===== src/sv/ahps_pkg.sv =====
`timescale 1ns / 1ps

package ahps_pkg;

    localparam int BYTE_W  = 8;
    localparam int TICKS_W = 16;
    localparam int CMD_W   = 2;
    localparam int ADDR_W  = 5;
    localparam int DATA_W  = 32;

    localparam logic [BYTE_W-1:0] RST_DELAY_COARSE = 8'd0;
    localparam logic [BYTE_W-1:0] RST_DELAY_FINE   = 8'd250;
    localparam logic [BYTE_W-1:0] RST_MAX_COARSE   = 8'd14;
    localparam logic [BYTE_W-1:0] RST_PWM_DUTY     = 8'd127;
    localparam logic [BYTE_W-1:0] RST_PWM_PERIOD   = 8'hff;

    typedef enum logic [CMD_W-1:0] {
        CMD_NOTE_ON  = 2'd0,
        CMD_NOTE_OFF = 2'd1,
        CMD_TICK     = 2'd2,
        CMD_NONE     = 2'd3
    } t_cmd;

    typedef enum logic [1:0] {
        ST_IDLE   = 2'd0,
        ST_FIRST  = 2'd1,
        ST_SECOND = 2'd2
    } t_stage;

    typedef enum logic [2:0] {
        REG_DELAY_COARSE = 3'd0,
        REG_DELAY_FINE   = 3'd1,
        REG_MAX_COARSE   = 3'd2,
        REG_PWM_DUTY     = 3'd3,
        REG_PWM_PERIOD   = 3'd4
    } t_reg_idx;

    typedef struct packed {
        logic [BYTE_W-1:0] delay_coarse;
        logic [BYTE_W-1:0] delay_fine;
        logic [BYTE_W-1:0] max_coarse;
        logic [BYTE_W-1:0] pwm_duty;
        logic [BYTE_W-1:0] pwm_period;
    } t_cfg;

    typedef struct packed {
        logic attack_level;
        logic hold_level;
        logic hold_active;
        logic sequencing;
        logic coarse_clamped;
    } t_result;

endpackage


===== src/sv/ahps_in_if.sv =====
`timescale 1ns / 1ps

interface ahps_in_if;
    logic                          valid;
    logic                          ready;
    logic [ahps_pkg::CMD_W-1:0]    cmd;
    logic [ahps_pkg::BYTE_W-1:0]   attack_coarse;
    logic [ahps_pkg::BYTE_W-1:0]   attack_fine;
    logic                          timer_tick;
    logic                          pwm_tick;

    modport source (
        output valid, cmd, attack_coarse, attack_fine, timer_tick, pwm_tick,
        input  ready
    );
    modport sink (
        input  valid, cmd, attack_coarse, attack_fine, timer_tick, pwm_tick,
        output ready
    );
endinterface


===== src/sv/ahps_out_if.sv =====
`timescale 1ns / 1ps

interface ahps_out_if;
    logic valid;
    logic ready;
    logic attack_level;
    logic hold_level;
    logic hold_active;
    logic sequencing;
    logic coarse_clamped;

    modport source (
        output valid, attack_level, hold_level, hold_active, sequencing, coarse_clamped,
        input  ready
    );
    modport sink (
        input  valid, attack_level, hold_level, hold_active, sequencing, coarse_clamped,
        output ready
    );
endinterface


===== src/sv/ahps_cfg.sv =====
`timescale 1ns / 1ps

module ahps_cfg (
    input  logic                         i_clk,
    input  logic                         i_rst_n,
    input  logic                         psel,
    input  logic                         penable,
    input  logic                         pwrite,
    input  logic [ahps_pkg::ADDR_W-1:0]  paddr,
    input  logic [ahps_pkg::DATA_W-1:0]  pwdata,
    output logic [ahps_pkg::DATA_W-1:0]  prdata,
    output logic                         pready,
    output ahps_pkg::t_cfg               o_cfg
);

    ahps_pkg::t_cfg   r_cfg;
    ahps_pkg::t_cfg   n_cfg;
    logic [2:0]       w_idx;
    logic             w_wr;
    logic [ahps_pkg::BYTE_W-1:0] w_rd;

    assign w_idx  = paddr[ahps_pkg::ADDR_W-1:2];
    assign pready = 1'b1;
    assign w_wr   = psel & penable & pwrite;

    always_comb begin
        n_cfg = r_cfg;
        if (w_wr) begin
            case (ahps_pkg::t_reg_idx'(w_idx))
                ahps_pkg::REG_DELAY_COARSE: n_cfg.delay_coarse = pwdata[ahps_pkg::BYTE_W-1:0];
                ahps_pkg::REG_DELAY_FINE:   n_cfg.delay_fine   = pwdata[ahps_pkg::BYTE_W-1:0];
                ahps_pkg::REG_MAX_COARSE:   n_cfg.max_coarse   = pwdata[ahps_pkg::BYTE_W-1:0];
                ahps_pkg::REG_PWM_DUTY:     n_cfg.pwm_duty     = pwdata[ahps_pkg::BYTE_W-1:0];
                ahps_pkg::REG_PWM_PERIOD:   n_cfg.pwm_period   = pwdata[ahps_pkg::BYTE_W-1:0];
                default: ;
            endcase
        end
    end

    always_comb begin
        case (ahps_pkg::t_reg_idx'(w_idx))
            ahps_pkg::REG_DELAY_COARSE: w_rd = r_cfg.delay_coarse;
            ahps_pkg::REG_DELAY_FINE:   w_rd = r_cfg.delay_fine;
            ahps_pkg::REG_MAX_COARSE:   w_rd = r_cfg.max_coarse;
            ahps_pkg::REG_PWM_DUTY:     w_rd = r_cfg.pwm_duty;
            ahps_pkg::REG_PWM_PERIOD:   w_rd = r_cfg.pwm_period;
            default:                    w_rd = '0;
        endcase
    end

    assign prdata = {{(ahps_pkg::DATA_W-ahps_pkg::BYTE_W){1'b0}}, w_rd};

    always_ff @(posedge i_clk) begin
        if (!i_rst_n) begin
            r_cfg.delay_coarse <= ahps_pkg::RST_DELAY_COARSE;
            r_cfg.delay_fine   <= ahps_pkg::RST_DELAY_FINE;
            r_cfg.max_coarse   <= ahps_pkg::RST_MAX_COARSE;
            r_cfg.pwm_duty     <= ahps_pkg::RST_PWM_DUTY;
            r_cfg.pwm_period   <= ahps_pkg::RST_PWM_PERIOD;
        end else begin
            r_cfg <= n_cfg;
        end
    end

    assign o_cfg = r_cfg;

endmodule


===== src/sv/ahps_core.sv =====
`timescale 1ns / 1ps

module ahps_core (
    input  logic                        i_clk,
    input  logic                        i_rst_n,
    input  logic                        i_accept,
    input  logic [ahps_pkg::CMD_W-1:0]  i_cmd,
    input  logic [ahps_pkg::BYTE_W-1:0] i_attack_coarse,
    input  logic [ahps_pkg::BYTE_W-1:0] i_attack_fine,
    input  logic                        i_timer_tick,
    input  logic                        i_pwm_tick,
    input  ahps_pkg::t_cfg              i_cfg,
    output ahps_pkg::t_result           o_result
);

    ahps_pkg::t_stage             r_stage,       n_stage;
    logic [ahps_pkg::TICKS_W-1:0] r_remaining,   n_remaining;
    logic [ahps_pkg::TICKS_W-1:0] r_second,      n_second;
    logic                         r_hold_first,  n_hold_first;
    logic                         r_attack,      n_attack;
    logic                         r_hold,        n_hold;
    logic                         r_pwm_on,      n_pwm_on;
    logic [ahps_pkg::BYTE_W-1:0]  r_pwm_count,   n_pwm_count;
    logic                         r_clamp,       n_clamp;

    logic                         w_over;
    logic [ahps_pkg::BYTE_W-1:0]  w_coarse;
    logic [ahps_pkg::TICKS_W-1:0] w_attk;
    logic [ahps_pkg::TICKS_W-1:0] w_dly;

    assign w_over   = i_attack_coarse > i_cfg.max_coarse;
    assign w_coarse = w_over ? i_cfg.max_coarse : i_attack_coarse;
    assign w_attk   = {w_coarse, i_attack_fine};
    assign w_dly    = {i_cfg.delay_coarse, i_cfg.delay_fine};

    always_comb begin
        n_stage      = r_stage;
        n_remaining  = r_remaining;
        n_second     = r_second;
        n_hold_first = r_hold_first;
        n_attack     = r_attack;
        n_hold       = r_hold;
        n_pwm_on     = r_pwm_on;
        n_pwm_count  = r_pwm_count;
        n_clamp      = r_clamp;
        case (ahps_pkg::t_cmd'(i_cmd))
            ahps_pkg::CMD_NOTE_ON: begin
                if (w_over) begin
                    n_clamp = 1'b1;
                end
                if (w_attk > w_dly) begin
                    n_remaining  = w_attk - w_dly;
                    n_second     = w_dly;
                    n_hold_first = 1'b1;
                end else begin
                    n_remaining  = w_attk;
                    n_second     = w_dly - w_attk;
                    n_hold_first = 1'b0;
                end
                n_stage  = ahps_pkg::ST_FIRST;
                n_hold   = 1'b0;
                n_attack = 1'b1;
            end
            ahps_pkg::CMD_NOTE_OFF: begin
                n_attack    = 1'b0;
                n_hold      = 1'b0;
                n_pwm_on    = 1'b0;
                n_stage     = ahps_pkg::ST_IDLE;
                n_remaining = '0;
            end
            ahps_pkg::CMD_TICK: begin
                // timer tick first, then the pwm tick sees its effect
                if (i_timer_tick && (r_stage == ahps_pkg::ST_FIRST ||
                                     r_stage == ahps_pkg::ST_SECOND)) begin
                    if (r_remaining > ahps_pkg::TICKS_W'(1)) begin
                        n_remaining = r_remaining - ahps_pkg::TICKS_W'(1);
                    end else if (r_stage == ahps_pkg::ST_FIRST) begin
                        n_stage     = ahps_pkg::ST_SECOND;
                        n_remaining = r_second;
                        if (r_hold_first) begin
                            n_pwm_on    = 1'b1;
                            n_pwm_count = i_cfg.pwm_period;
                        end else begin
                            n_attack = 1'b0;
                        end
                    end else begin
                        n_stage     = ahps_pkg::ST_IDLE;
                        n_remaining = '0;
                        if (r_hold_first) begin
                            n_attack = 1'b0;
                        end else begin
                            n_pwm_on    = 1'b1;
                            n_pwm_count = i_cfg.pwm_period;
                        end
                    end
                end
                if (i_pwm_tick && n_pwm_on) begin
                    if (n_pwm_count >= i_cfg.pwm_period) begin
                        n_pwm_count = '0;
                        n_hold      = 1'b1;
                    end else begin
                        n_pwm_count = n_pwm_count + ahps_pkg::BYTE_W'(1);
                    end
                    if (n_pwm_count == i_cfg.pwm_duty) begin
                        n_hold = 1'b0;
                    end
                end
            end
            default: ;
        endcase
    end

    always_comb begin
        o_result.attack_level   = n_attack;
        o_result.hold_level     = n_hold;
        o_result.hold_active    = n_pwm_on;
        o_result.sequencing     = (n_stage == ahps_pkg::ST_FIRST) ||
                                  (n_stage == ahps_pkg::ST_SECOND);
        o_result.coarse_clamped = n_clamp;
    end

    always_ff @(posedge i_clk) begin
        if (!i_rst_n) begin
            r_stage      <= ahps_pkg::ST_IDLE;
            r_remaining  <= '0;
            r_second     <= '0;
            r_hold_first <= 1'b0;
            r_attack     <= 1'b0;
            r_hold       <= 1'b0;
            r_pwm_on     <= 1'b0;
            r_pwm_count  <= '0;
            r_clamp      <= 1'b0;
        end else if (i_accept) begin
            r_stage      <= n_stage;
            r_remaining  <= n_remaining;
            r_second     <= n_second;
            r_hold_first <= n_hold_first;
            r_attack     <= n_attack;
            r_hold       <= n_hold;
            r_pwm_on     <= n_pwm_on;
            r_pwm_count  <= n_pwm_count;
            r_clamp      <= n_clamp;
        end
    end

    // clamp error never clears once set
    a_clamp_sticky: assert property (@(posedge i_clk) disable iff (!i_rst_n)
        r_clamp |=> r_clamp)
        else $error("clamp flag dropped");

    a_note_off: assert property (@(posedge i_clk) disable iff (!i_rst_n)
        (i_accept && i_cmd == ahps_pkg::CMD_NOTE_OFF) |=>
            (!r_attack && !r_hold && !r_pwm_on && r_stage == ahps_pkg::ST_IDLE))
        else $error("note off left outputs active");

    a_clamp_set: assert property (@(posedge i_clk) disable iff (!i_rst_n)
        (i_accept && i_cmd == ahps_pkg::CMD_NOTE_ON &&
         i_attack_coarse > i_cfg.max_coarse) |=> r_clamp)
        else $error("oversized coarse value not flagged");

endmodule


===== src/sv/ahps_obuf.sv =====
`timescale 1ns / 1ps

module ahps_obuf (
    input  logic              i_clk,
    input  logic              i_rst_n,
    input  logic              i_push,
    input  ahps_pkg::t_result i_data,
    output logic              o_room,
    ahps_out_if.source        o_out
);

    logic              r_out_valid, n_out_valid;
    logic              r_skid_valid, n_skid_valid;
    ahps_pkg::t_result r_out_data, n_out_data;
    ahps_pkg::t_result r_skid_data, n_skid_data;
    logic              w_pop;

    assign o_room = !r_skid_valid;
    assign w_pop  = r_out_valid & o_out.ready;

    always_comb begin
        n_out_valid  = r_out_valid;
        n_skid_valid = r_skid_valid;
        n_out_data   = r_out_data;
        n_skid_data  = r_skid_data;
        if (w_pop) begin
            if (r_skid_valid) begin
                n_out_data   = r_skid_data;
                n_skid_valid = 1'b0;
            end else if (i_push) begin
                n_out_data = i_data;
            end else begin
                n_out_valid = 1'b0;
            end
        end else if (i_push) begin
            if (!r_out_valid) begin
                n_out_data  = i_data;
                n_out_valid = 1'b1;
            end else begin
                n_skid_data  = i_data;
                n_skid_valid = 1'b1;
            end
        end
    end

    always_ff @(posedge i_clk) begin
        if (!i_rst_n) begin
            r_out_valid  <= 1'b0;
            r_skid_valid <= 1'b0;
        end else begin
            r_out_valid  <= n_out_valid;
            r_skid_valid <= n_skid_valid;
        end
    end

    always_ff @(posedge i_clk) begin
        r_out_data  <= n_out_data;
        r_skid_data <= n_skid_data;
    end

    assign o_out.valid          = r_out_valid;
    assign o_out.attack_level   = r_out_data.attack_level;
    assign o_out.hold_level     = r_out_data.hold_level;
    assign o_out.hold_active    = r_out_data.hold_active;
    assign o_out.sequencing     = r_out_data.sequencing;
    assign o_out.coarse_clamped = r_out_data.coarse_clamped;

    a_skid_behind_out: assert property (@(posedge i_clk) disable iff (!i_rst_n)
        r_skid_valid |-> r_out_valid)
        else $error("skid entry without head entry");

endmodule


===== src/sv/attack_hold_pulse_sequencer_unit.sv =====
`timescale 1ns / 1ps

// Solenoid note sequencer: takes one item per clock while ready is high (note on, note off,
// tick or none) and returns exactly one result item per input item, the pin levels and status
// after that item. The sequencing state is updated in a single pass at the accepting edge
// and the result is registered into the output buffer at that edge; a two-entry output buffer
// keeps input ready high while one result waits, and input stalls only when both entries are full.
// Registers on the APB port (delay_coarse, delay_fine, max_coarse, pwm_duty, pwm_period)
// are at byte addresses 0, 4, 8, 12 and 16 and take effect on the next item.
module attack_hold_pulse_sequencer_unit (
    input  logic                         i_clk,
    input  logic                         i_rst_n,
    input  logic                         psel,
    input  logic                         penable,
    input  logic                         pwrite,
    input  logic [ahps_pkg::ADDR_W-1:0]  paddr,
    input  logic [ahps_pkg::DATA_W-1:0]  pwdata,
    output logic [ahps_pkg::DATA_W-1:0]  prdata,
    output logic                         pready,
    ahps_in_if.sink                      i_in,
    ahps_out_if.source                   o_out
);

    ahps_pkg::t_cfg    w_cfg;
    ahps_pkg::t_result w_result;
    logic              w_room;
    logic              w_accept;

    assign i_in.ready = w_room;
    assign w_accept   = i_in.valid & w_room;

    ahps_cfg u_cfg (
        .i_clk   (i_clk),
        .i_rst_n (i_rst_n),
        .psel    (psel),
        .penable (penable),
        .pwrite  (pwrite),
        .paddr   (paddr),
        .pwdata  (pwdata),
        .prdata  (prdata),
        .pready  (pready),
        .o_cfg   (w_cfg)
    );

    ahps_core u_core (
        .i_clk           (i_clk),
        .i_rst_n         (i_rst_n),
        .i_accept        (w_accept),
        .i_cmd           (i_in.cmd),
        .i_attack_coarse (i_in.attack_coarse),
        .i_attack_fine   (i_in.attack_fine),
        .i_timer_tick    (i_in.timer_tick),
        .i_pwm_tick      (i_in.pwm_tick),
        .i_cfg           (w_cfg),
        .o_result        (w_result)
    );

    ahps_obuf u_obuf (
        .i_clk   (i_clk),
        .i_rst_n (i_rst_n),
        .i_push  (w_accept),
        .i_data  (w_result),
        .o_room  (w_room),
        .o_out   (o_out)
    );

endmodule

===== src/flat_wrapper.sv =====
// flat-port wrapper written by rule: the top's interface ports become plain ports
module attack_hold_pulse_sequencer_unit_flat 
  (i_clk, i_rst_n, psel, penable, pwrite, paddr, pwdata, prdata, pready, i_in_valid, i_in_cmd, i_in_attack_coarse, i_in_attack_fine, i_in_timer_tick, i_in_pwm_tick, i_in_ready, o_out_valid, o_out_attack_level, o_out_hold_level, o_out_hold_active, o_out_sequencing, o_out_coarse_clamped, o_out_ready);
  ahps_in_if i_in_i ();
  ahps_out_if o_out_i ();
  input  logic i_clk;
  input  logic i_rst_n;
  input  logic psel;
  input  logic penable;
  input  logic pwrite;
  input  logic [ahps_pkg::ADDR_W-1:0] paddr;
  input  logic [ahps_pkg::DATA_W-1:0] pwdata;
  output logic [ahps_pkg::DATA_W-1:0] prdata;
  output logic pready;
  input wire logic [$bits(i_in_i.valid)-1:0] i_in_valid;
  input wire logic [$bits(i_in_i.cmd)-1:0] i_in_cmd;
  input wire logic [$bits(i_in_i.attack_coarse)-1:0] i_in_attack_coarse;
  input wire logic [$bits(i_in_i.attack_fine)-1:0] i_in_attack_fine;
  input wire logic [$bits(i_in_i.timer_tick)-1:0] i_in_timer_tick;
  input wire logic [$bits(i_in_i.pwm_tick)-1:0] i_in_pwm_tick;
  output wire logic [$bits(i_in_i.ready)-1:0] i_in_ready;
  output wire logic [$bits(o_out_i.valid)-1:0] o_out_valid;
  output wire logic [$bits(o_out_i.attack_level)-1:0] o_out_attack_level;
  output wire logic [$bits(o_out_i.hold_level)-1:0] o_out_hold_level;
  output wire logic [$bits(o_out_i.hold_active)-1:0] o_out_hold_active;
  output wire logic [$bits(o_out_i.sequencing)-1:0] o_out_sequencing;
  output wire logic [$bits(o_out_i.coarse_clamped)-1:0] o_out_coarse_clamped;
  input wire logic [$bits(o_out_i.ready)-1:0] o_out_ready;
  assign i_in_i.valid = i_in_valid;
  assign i_in_i.cmd = i_in_cmd;
  assign i_in_i.attack_coarse = i_in_attack_coarse;
  assign i_in_i.attack_fine = i_in_attack_fine;
  assign i_in_i.timer_tick = i_in_timer_tick;
  assign i_in_i.pwm_tick = i_in_pwm_tick;
  assign i_in_ready = i_in_i.ready;
  assign o_out_valid = o_out_i.valid;
  assign o_out_attack_level = o_out_i.attack_level;
  assign o_out_hold_level = o_out_i.hold_level;
  assign o_out_hold_active = o_out_i.hold_active;
  assign o_out_sequencing = o_out_i.sequencing;
  assign o_out_coarse_clamped = o_out_i.coarse_clamped;
  assign o_out_i.ready = o_out_ready;
  attack_hold_pulse_sequencer_unit u_core (.i_clk(i_clk), .i_rst_n(i_rst_n), .psel(psel), .penable(penable), .pwrite(pwrite), .paddr(paddr), .pwdata(pwdata), .prdata(prdata), .pready(pready), .i_in(i_in_i), .o_out(o_out_i));
endmodule

===== config.mk =====
export PLATFORM = sky130hd
export DESIGN_NAME = attack_hold_pulse_sequencer_unit_flat
export DESIGN_NICKNAME = d
export VERILOG_FILES = /design/src/sv/ahps_pkg.sv /design/src/sv/ahps_in_if.sv /design/src/sv/ahps_out_if.sv /design/src/sv/ahps_cfg.sv /design/src/sv/ahps_core.sv /design/src/sv/ahps_obuf.sv /design/src/sv/attack_hold_pulse_sequencer_unit.sv /design/src/flat_wrapper.sv
export SDC_FILE = /design/constraint.sdc
export NUM_CORES = 1
export LEC_CHECK = 0
export ABC_CLOCK_PERIOD_IN_PS = 6800
export BUFFER_PORTS_ARGS = -buffer_cell sky130_fd_sc_hd__buf_2
export CAP_MARGIN = 20
export CELL_PAD_IN_SITES_DETAIL_PLACEMENT = 0
export CELL_PAD_IN_SITES_GLOBAL_PLACEMENT = 1
export CORE_ASPECT_RATIO = 0.7
export CORE_MARGIN = 5
export CORE_UTILIZATION = 39
export DETAILED_ROUTE_END_ITERATION = 6
export PLACE_DENSITY = 0.7
export SLEW_MARGIN = 25
export SYNTH_ARGS = -nofsm -noshare
export SYNTH_HDL_FRONTEND = slang
export SYNTH_HIERARCHICAL = 1
export SYNTH_SLANG_ARGS = --single-unit

===== constraint.sdc =====
create_clock -name i_clk -period 6.8 [get_ports i_clk]
set_input_delay 0.68 -clock i_clk [delete_from_list [all_inputs] [get_ports i_clk]]
set_output_delay 0.68 -clock i_clk [all_outputs]
set_load 0.05 [all_outputs]

==> results of run 1 <==
==> power by group <==
group          switching (mW)  leakage, nW  total (mW)  internal, mW
clock network           0.235        0.163       0.592         0.358
logic                   0.330         2.96       0.497         0.167
registers              0.0260        0.818       0.639         0.613
total                   0.590         3.94        1.73          1.14
==> flip-flops by register name (all words and copies together), names as in the netlist, 2 cells and up <==
signal,count
u_core/u_core/r_pwm_count,8
u_core/u_obuf/r_skid_data,5
u_core/u_core/r_second,16
u_core/u_core/r_remaining,16
u_core/u_core/r_stage,2
u_core/u_cfg/o_cfg,40
==> cells in the final DEF, fill, tap and decap left out, drive strengths merged, types with 26 or more instances in the layout <==
cell type and n:
xnor2 36, mux2i 58, mux2 26, nand2 85
o21ai 71, ha 55, nor3 27, nor2b 41
buf 64, inv 79, dfxtp 89, a21oi 66
nor2 67, nand3 43
==> tightest hold or removal path: cells and delay by family (launching register included) <==
| kind | cells | cell delay (ns) |
|---|---|---|
| simple gates | 1 | 0.05 |
| flops | 1 | 0.31 |
| compound gates | 1 | 0.05 |
==> cells by family (layout without fill, tap and decap cells) <==
group	Yosys count	after routing	share of synthesized area (%)
flops	99	99	24.4
buf+inv	172	158	9.64
other cells	2	25	0.0880
compound gates	290	290	22.1
mux	84	84	10.2
simple gates	335	335	20.8
fa+ha+maj	57	57	8.54
xor+xnor	41	41	4.21
==> path summary, 6_finish.rpt <==
check                                                             from                                        end  slack [ns]  depth (start not counted)
worst max register to register     u_core/u_cfg/o_cfg[17]$_SDFFE_PN1P_  u_core/u_core/r_remaining[7]$_SDFFE_PN0P_        1.69                         17
worst min register to register  u_core/u_core/r_second[0]$_SDFFE_PN0P_     u_core/u_core/r_second[0]$_SDFFE_PN0P_        0.46                          2
worst min-delay path            u_core/u_core/r_second[0]$_SDFFE_PN0P_     u_core/u_core/r_second[0]$_SDFFE_PN0P_        0.46                          2
worst max-delay path               u_core/u_cfg/o_cfg[17]$_SDFFE_PN1P_  u_core/u_core/r_remaining[7]$_SDFFE_PN0P_        1.69                         17
==> through the flow <==
stage | power, mW | cell area (um^2) | instances
6_report | 1.73 | 9140 | 1371
3_3_place_gp | 1.14 | 8800 | 1356
4_1_cts | 1.74 | 9140 | 1371
5_1_grt | 1.81 | 9140 | 1371
2_1_floorplan | 1.03 | 8620 | 1103
3_5_place_dp | 1.14 | 8800 | 1356
==> metal layers <==
metal	vias to the layer above	track usage, %
li1	3841	-
met1	3571	32.7
met2	215	26.3
met3	17	3.22
met4	0	3.24
met5	-	0
==> layout make-up <==
type / instances / area [um^2] / area share (%)
Multi-Input combinational cell: 832 / 5720 / 62.6
Sequential cell: 99 / 2080 / 22.8
Tap cell: 282 / 353 / 3.86
Timing Repair Buffer: 64 / 350 / 3.84
Inverter: 79 / 297 / 3.25
Clock buffer: 10 / 229 / 2.51
Clock inverter: 5 / 101 / 1.11
==> results.toml, run 1 <==
[status]
status = "complete, no violations"

[clock_tree]
cts_tree = "yes"
post-cts-setup-buffers = 0
clock_latency_ns = 0.36
htreeDepth = 3
cts_hold_buf = 0
cts-root-buf = "clkbuf_16"
cts_buffers = 9
ctsResizeCount = 0
path_clk_slew_ns = 0.07
cts_num_sinks = 99
clk_path_buf_depth = 2

[routing]
wl_met2_um = 9570
firstDrtPassIters = 5
drc = 0
ant_nets = 0
dr_total_vias = 7644
viasPerCell = 5.58
met3WireLength_um = 1470
highest_layer = "met4"
detail_route.wl_per_cell_um = 18.5
wl_met1_um = 14100
routed_wl_um = 25400
drtIter0Drc = 665

[timing]
clock.fmax_ghz = 0.196
drv_slew = 0
post-route-period-util_pct = 75.1
worst_pin_slew_ns = 0.879
relSlewSlack_pct = 41.2
whs_ns = 0.457
min_period_ns = 5.11
rsz0062_at_grt = "no"
tns_ns = 0
finalHoldViolations = 0
worst_slack_ns = 1.69
setup_viol = 0
finClkSkew_ns = 0.00588

[placed_design]
port_buffers = 52
hpwl_um = 19400
place_congestion = 0.893
dp_slack_ns = 1.51

[grt]
grt_pass1_wl_um = 39500
antenna_found_initial = 0
grt_use_total_pct = 19.7
gr-total-overflow = 0
grt_pass1_vias = 6698
grt_max_degree = 76

[die]
dieWidth_um = 187
io_pins = 104
die_y_um = 134
die-area_mm2 = 0.0250
initial_utilization_pct = 39.5
num_rows = 45
core_mm2 = 0.0216

[finish]
syn2layout_area_growth_pct = 7.08
nFillCells = 2250
finish.utilization_pct = 42.3
nNetsFinal = 1206
layout-drive-gt1-share_pct = 11.6
diodes = 0

[critical_path]
critPathCaptureType = "flip-flop"
critPathLaunchType = "flip-flop"
cp.required_ns = 7.01
critPathTopFamily = "compound AO/OA/AOI/OAI gates"
cp_common_cell = "a21oi_1"
critical_path.cell_chain = "inv_1 -> ha_1 -> nor2b_1 -> o21ai_0 -> a21boi_0 -> o31ai_2 -> buf_4 -> mux2_2 -> ha_1 -> a21oi_1 -> o21bai_1 -> a21oi_1 -> o211a_1 -> nor2_2 -> mux2i_1 -> o22a_1 -> a21oi_1"
cpMaxStageDelayCell = "mux2i_1"
worstPathMaxFanout = 13
worstPathArrival_ns = 5.31
max_stage_delay_ns = 0.62
worstSetupPathType = "flip-flop to flip-flop"
path_buf_inv = 2

[logic_synthesis]
synth_top_area_cell = "dfxtp_1"
synth-async-reset-ratio_pct = 0
ys_seq_elements = 99
synth_edf_count = 10
yosysMostFrequentCell = "dfxtp_1"
synth_commonest_cells = "dfxtp_1, nand2_1, inv_1"
ys_top_cells_by_area = "dfxtp_1, ha_1, mux2i_1"
syn_avg_cell_area_um2 = 7.90
synth_top_area_share_pct = 20.9
syn_area_mm2 = 0.00853
yosys_warnings = 6
yosysUniqueCellTypes = 81
yosysSeqAreaShare_pct = 24.4
synthCells = 1080
ys.flop_type = "dfxtp_1"

[power]
power.density_mw_per_mm2 = 189
leakagePower_nw = 3.94
ir_drop_mv = 0.119

[job]
maxCapViolations = 0

[min_path]
min_path_type = "flip-flop to flip-flop"
Power figures use the tool's default switching activity.
==> run 2, diff against run 1 <==
ABC_CLOCK_PERIOD_IN_PS = 5300   (was 6800)
clock period = 5.3 ns   (was 6.8 ns; I/O delays follow)
==> run 2 against run 1 <==
Global-route usage grew 0.17 points. Largest power group unchanged. Worst setup slack lost 1.1 ns. Via count shrank 0.63%. First-iteration DRC count grew 16%.
==> results.toml, run 2 (synthesized netlist as in run 1, its figures left out) <==
[status]
status = "complete, no violations"

[power]
power.density_mw_per_mm2 = 235
power_mw = 2.15
ir_drop_mv = 0.150
leakagePower_nw = 3.94

[finish]
layout-drive-gt1-share_pct = 12.1
multi_input_area_mm2 = 0.00572
final_area_mm2 = 0.00915
largest_reg_flops = 40
syn2layout_area_growth_pct = 7.27
diodes = 0
final_cell_mix = "dfxtp_1, nand2_1, inv_1"
layout_commonest_cell = "dfxtp_1"
nNetsFinal = 1212
nFillCells = 2244
regArea_mm2 = 0.00208

[grt]
grt_use_total_pct = 19.9
grt_pass1_wl_um = 39900
grt_max_degree = 64
gr-total-overflow = 0
grt_pass1_vias = 6812
antenna_found_initial = 0

[routing]
dr_total_vias = 7596
firstDrtPassIters = 5
viasPerCell = 5.52
drtIter0Drc = 770
routed_wl_um = 25400
detail_route.wl_per_cell_um = 18.5
drc = 0
ant_nets = 0

[die]
core_mm2 = 0.0216
io_pins = 104
die-area_mm2 = 0.0250
die_y_um = 134
num_rows = 45
dieWidth_um = 187
initial_utilization_pct = 39.5

[timing]
setup_viol = 0
drv_slew = 0
clock.fmax_ghz = 0.214
post-route-period-util_pct = 88.3
rsz0062_at_grt = "no"
tns_ns = 0
worst_pin_slew_ns = 0.853
finClkSkew_ns = 0.00848
finalHoldViolations = 0
min_period_ns = 4.68
relSlewSlack_pct = 42.9

[placed_design]
port_buffers = 52
hpwl_um = 19400
placed_area_mm2 = 0.00885
place_congestion = 0.869

[job]
maxCapViolations = 0

[critical_path]
critPathCaptureType = "flip-flop"
critPathLaunchType = "flip-flop"
timing.rr.start = "u_core/u_cfg/o_cfg[20]$_SDFFE_PN0P_"
r2r_end = "u_core/u_core/r_remaining[9]$_SDFFE_PN0P_"
worstSetupPathType = "flip-flop to flip-flop"
regToRegSetupSlack_ns = 0.62
cp.required_ns = 5.55
worstPathMaxFanout = 27
worstPathArrival_ns = 4.93
ff2ff_path_depth = 18

[min_path]
min_from = "pwdata[1]"
whs_endpoint = "u_core/u_cfg/o_cfg[33]$_SDFFE_PN0P_"
min_path_type = "primary input to flip-flop"
holdPathStages = 3

[clock_tree]
clock_latency_ns = 0.36
ctsResizeCount = 0
post-cts-setup-buffers = 0
clk_path_buf_depth = 2
cts_hold_buf = 0
cts_num_sinks = 99
cts_tree = "yes"
htreeDepth = 3
path_clk_slew_ns = 0.07
cts-root-buf = "clkbuf_16"
cts_buffers = 9
==> run 2: critical path: stages (launching register included) <==
cell	delay [ns]
dfxtp_1	0.41
inv_1	0.09
ha_1	0.29
and3_1	0.18
o21ai_0	0.06
a21boi_0	0.11
o31ai_2	0.18
buf_4	0.26
mux2_2	0.41
ha_1	0.54
a21oi_1	0.12
o21bai_1	0.29
a21oi_1	0.14
o211a_1	0.26
nor2_2	0.12
buf_4	0.32
mux2i_1	0.43
o211ai_1	0.14
o211a_1	0.19
==> run 2: final cells by class <==
type | count | share of cell area [%]
timing repair buffer | 70 | 4.32
clock inverter | 5 | 0.684
clock buffer | 10 | 2.61
sequential | 99 | 22.8
tap | 282 | 3.86
multi-input combinational | 832 | 62.5
inverter | 79 | 3.24
==> run 2: worst max path at each step <==
stage                                             start                                   endpoint  slack (ns)  depth (start not counted)
finish              u_core/u_cfg/o_cfg[20]$_SDFFE_PN0P_  u_core/u_core/r_remaining[9]$_SDFFE_PN0P_        0.62                         18
global route        u_core/u_cfg/o_cfg[17]$_SDFFE_PN1P_  u_core/u_core/r_remaining[9]$_SDFFE_PN0P_        0.19                         18
CTS                 u_core/u_cfg/o_cfg[17]$_SDFFE_PN1P_  u_core/u_core/r_remaining[9]$_SDFFE_PN0P_        0.69                         18
detailed placement                i_in_attack_coarse[3]  u_core/u_core/r_remaining[9]$_SDFFE_PN0P_        0.50                         18
global placement                  i_in_attack_coarse[3]  u_core/u_core/r_remaining[9]$_SDFFE_PN0P_        0.54                         18
floorplan                         i_in_attack_coarse[3]  u_core/u_core/r_remaining[4]$_SDFFE_PN0P_        0.92                         19
==> run 2: through the flow <==
step                      util [%]  worst slack (ns)  std cells  hold slack, ns
after floorplan                  -             0.921       1103           0.432
after global placement        40.9             0.541       1362           0.441
after detailed placement      40.9             0.500       1362           0.446
after CTS                     42.3             0.693       1377           0.423
after global routing          42.3             0.186       1377           0.432
final                         42.3             0.620       1377           0.431
==> run 2: per-layer routing <==
layer | vias to the layer above | wire length (um) | track usage [%]
met5 | - | 0 | 0
met4 | 0 | 131 | 2.30
met3 | 12 | 1800 | 5.08
met2 | 207 | 9840 | 26.8
met1 | 3531 | 13700 | 32.0
li1 | 3846 | - | -
==> run 2: power by group <==
group          internal, mW  total, mW  leakage [nW]  switching (mW)
Combinational         0.219      0.642          2.99           0.423
Sequential            0.786      0.820         0.818          0.0340
Clock                 0.379      0.687         0.141           0.308
Total                  1.38       2.15          3.94           0.766
==> run 3, diff against run 2 <==
CORE_UTILIZATION = 44   (was 39)
PLACE_DENSITY = 0.78   (was 0.7)
==> run 3 against run 2 <==
Clock-buffer cell count down 1. Sequential power barely moved. First-iteration DRC count is 13% lower. Final cell count is 1.1% lower. Clock skew is 0.0015 ns lower. Non-clock buffer count up 2. Design area about the same. Combinational power increased by 1%. Sequential cell count is the same. Highest routed layer unchanged.
==> results.toml, run 3 (synthesized netlist as in run 1, its figures left out) <==
[timing]
clock.fmax_ghz = 0.214
drv_slew = 0
min_period_ns = 4.67
worst_slack_ns = 0.629
post-route-period-util_pct = 88.1
setup_viol = 0
finClkSkew_ns = 0.00700
rsz0062_at_grt = "no"
relSlewSlack_pct = 30.5
tns_ns = 0
finalHoldViolations = 0
worst_pin_slew_ns = 1.04

[job]
maxCapViolations = 0

[finish]
nFillCells = 1908
layout_commonest_cell = "dfxtp_1"
syn2layout_area_growth_pct = 7.30
layout-drive-gt1-share_pct = 12.4
regArea_mm2 = 0.00208
final_area_mm2 = 0.00915
final_cell_mix = "dfxtp_1, nand2_1, inv_1"
diodes = 0
largest_reg_flops = 40
nNetsFinal = 1214
multi_input_area_mm2 = 0.00572

[die]
io_pins = 104
die-area_mm2 = 0.0223
num_rows = 42
initial_utilization_pct = 45.0
dieWidth_um = 176
die_y_um = 126
core_mm2 = 0.0190

[clock_tree]
path_clk_slew_ns = 0.08
cts_tree = "yes"
ctsResizeCount = 0
htreeDepth = 3
clock_latency_ns = 0.35
cts_buffers = 9
cts-root-buf = "clkbuf_16"
cts_hold_buf = 0
clk_path_buf_depth = 2
post-cts-setup-buffers = 0
cts_num_sinks = 99

[min_path]
min_path_type = "primary input to flip-flop"
holdPathStages = 3

[power]
power.density_mw_per_mm2 = 232
power_mw = 2.12
ir_drop_mv = 0.166
leakagePower_nw = 3.96

[routing]
dr_total_vias = 7654
routed_wl_um = 24700
drc = 0
drtIter0Drc = 672
firstDrtPassIters = 5
viasPerCell = 5.62
ant_nets = 0
detail_route.wl_per_cell_um = 18.1

[grt]
gr-total-overflow = 0
grt_max_degree = 68
grt_pass1_vias = 6900
antenna_found_initial = 0
grt_pass1_wl_um = 39200
grt_use_total_pct = 21.8

[placed_design]
dp_slack_ns = 0.606
port_buffers = 52
hpwl_um = 18900
placed_area_mm2 = 0.00887
place_congestion = 0.882

[critical_path]
critPathCaptureType = "flip-flop"
worstSetupPathType = "flip-flop to flip-flop"
critPathLaunchType = "flip-flop"
worstPathMaxFanout = 18
ff2ff_path_depth = 16
cp.required_ns = 5.41
worstPathArrival_ns = 4.78

[status]
status = "complete, no violations"
## run 3: cell types whose count changed in the layout (fill, tap and decap cells not counted)
cell	before	now
clkinvlp_4	2	1
buf_12	0	2
clkbuf_8	1	0
inv_8	0	2
clkinv_4	1	2
bufinv_16	1	0
clkinv_2	0	1
## run 3: worst max-delay path: stages, from the launching register on
cell and delay [ns]:
dfxtp_1 0.38, inv_1 0.06, ha_1 0.27, nor2b_1 0.12
buf_4 0.15, nand4b_4 0.16, nor2_8 0.31, buf_4 0.25
mux2_2 0.39, ha_1 0.21, or3_1 0.39, o22ai_1 0.56
nand4_1 0.20, nor3b_1 0.23, o32a_1 0.31, a31oi_1 0.16
mux2_2 0.29
## run 3: per-layer routing
layer | routed length (um) | GRT usage, % | vias up
met2 | 9380 | 28.9 | 253
met5 | 0 | 0 | -
met4 | 278 | 4.09 | 0
met1 | 13200 | 36.0 | 3550
met3 | 1840 | 4.05 | 10
li1 | - | - | 3841
## run 3: final timing paths
check	startpoint	end	slack [ns]
worst min-delay path	pwdata[1]	u_core/u_cfg/o_cfg[33]$_SDFFE_PN0P_	0.44
worst max-delay path	u_core/u_core/r_stage[1]$_SDFFE_PN0P_	u_core/u_obuf/o_out.hold_level$_DFFE_PP_	0.63
worst min register to register	u_core/u_core/r_second[0]$_SDFFE_PN0P_	u_core/u_core/r_second[0]$_SDFFE_PN0P_	0.46
worst max register to register	u_core/u_core/r_stage[1]$_SDFFE_PN0P_	u_core/u_obuf/o_out.hold_level$_DFFE_PP_	0.63
## run 3: metrics by stage
step / std cells / hold WS, ns / util (%)
final: 1362 / 0.445 / 48.3
after global routing: 1362 / 0.442 / 48.3
after CTS: 1362 / 0.436 / 48.3
after detailed placement: 1346 / 0.446 / 46.7
after global placement: 1346 / 0.442 / 46.7
after floorplan: 1103 / 0.432 / -
## run 3: final cells by class
cell class	count	area share (%)
multi-input cells	832	62.5
inverters	79	3.24
clock inverters	7	0.670
clock buffers	9	2.46
flip-flops and latches	99	22.7
repair buffers	72	4.76
well taps	264	3.61
## run 3: where the power goes
group	switching (mW)	internal, mW	leakage, nW	total [mW]
combinational	0.423	0.227	3.00	0.650
sequential	0.0333	0.786	0.818	0.819
clock	0.323	0.328	0.140	0.651
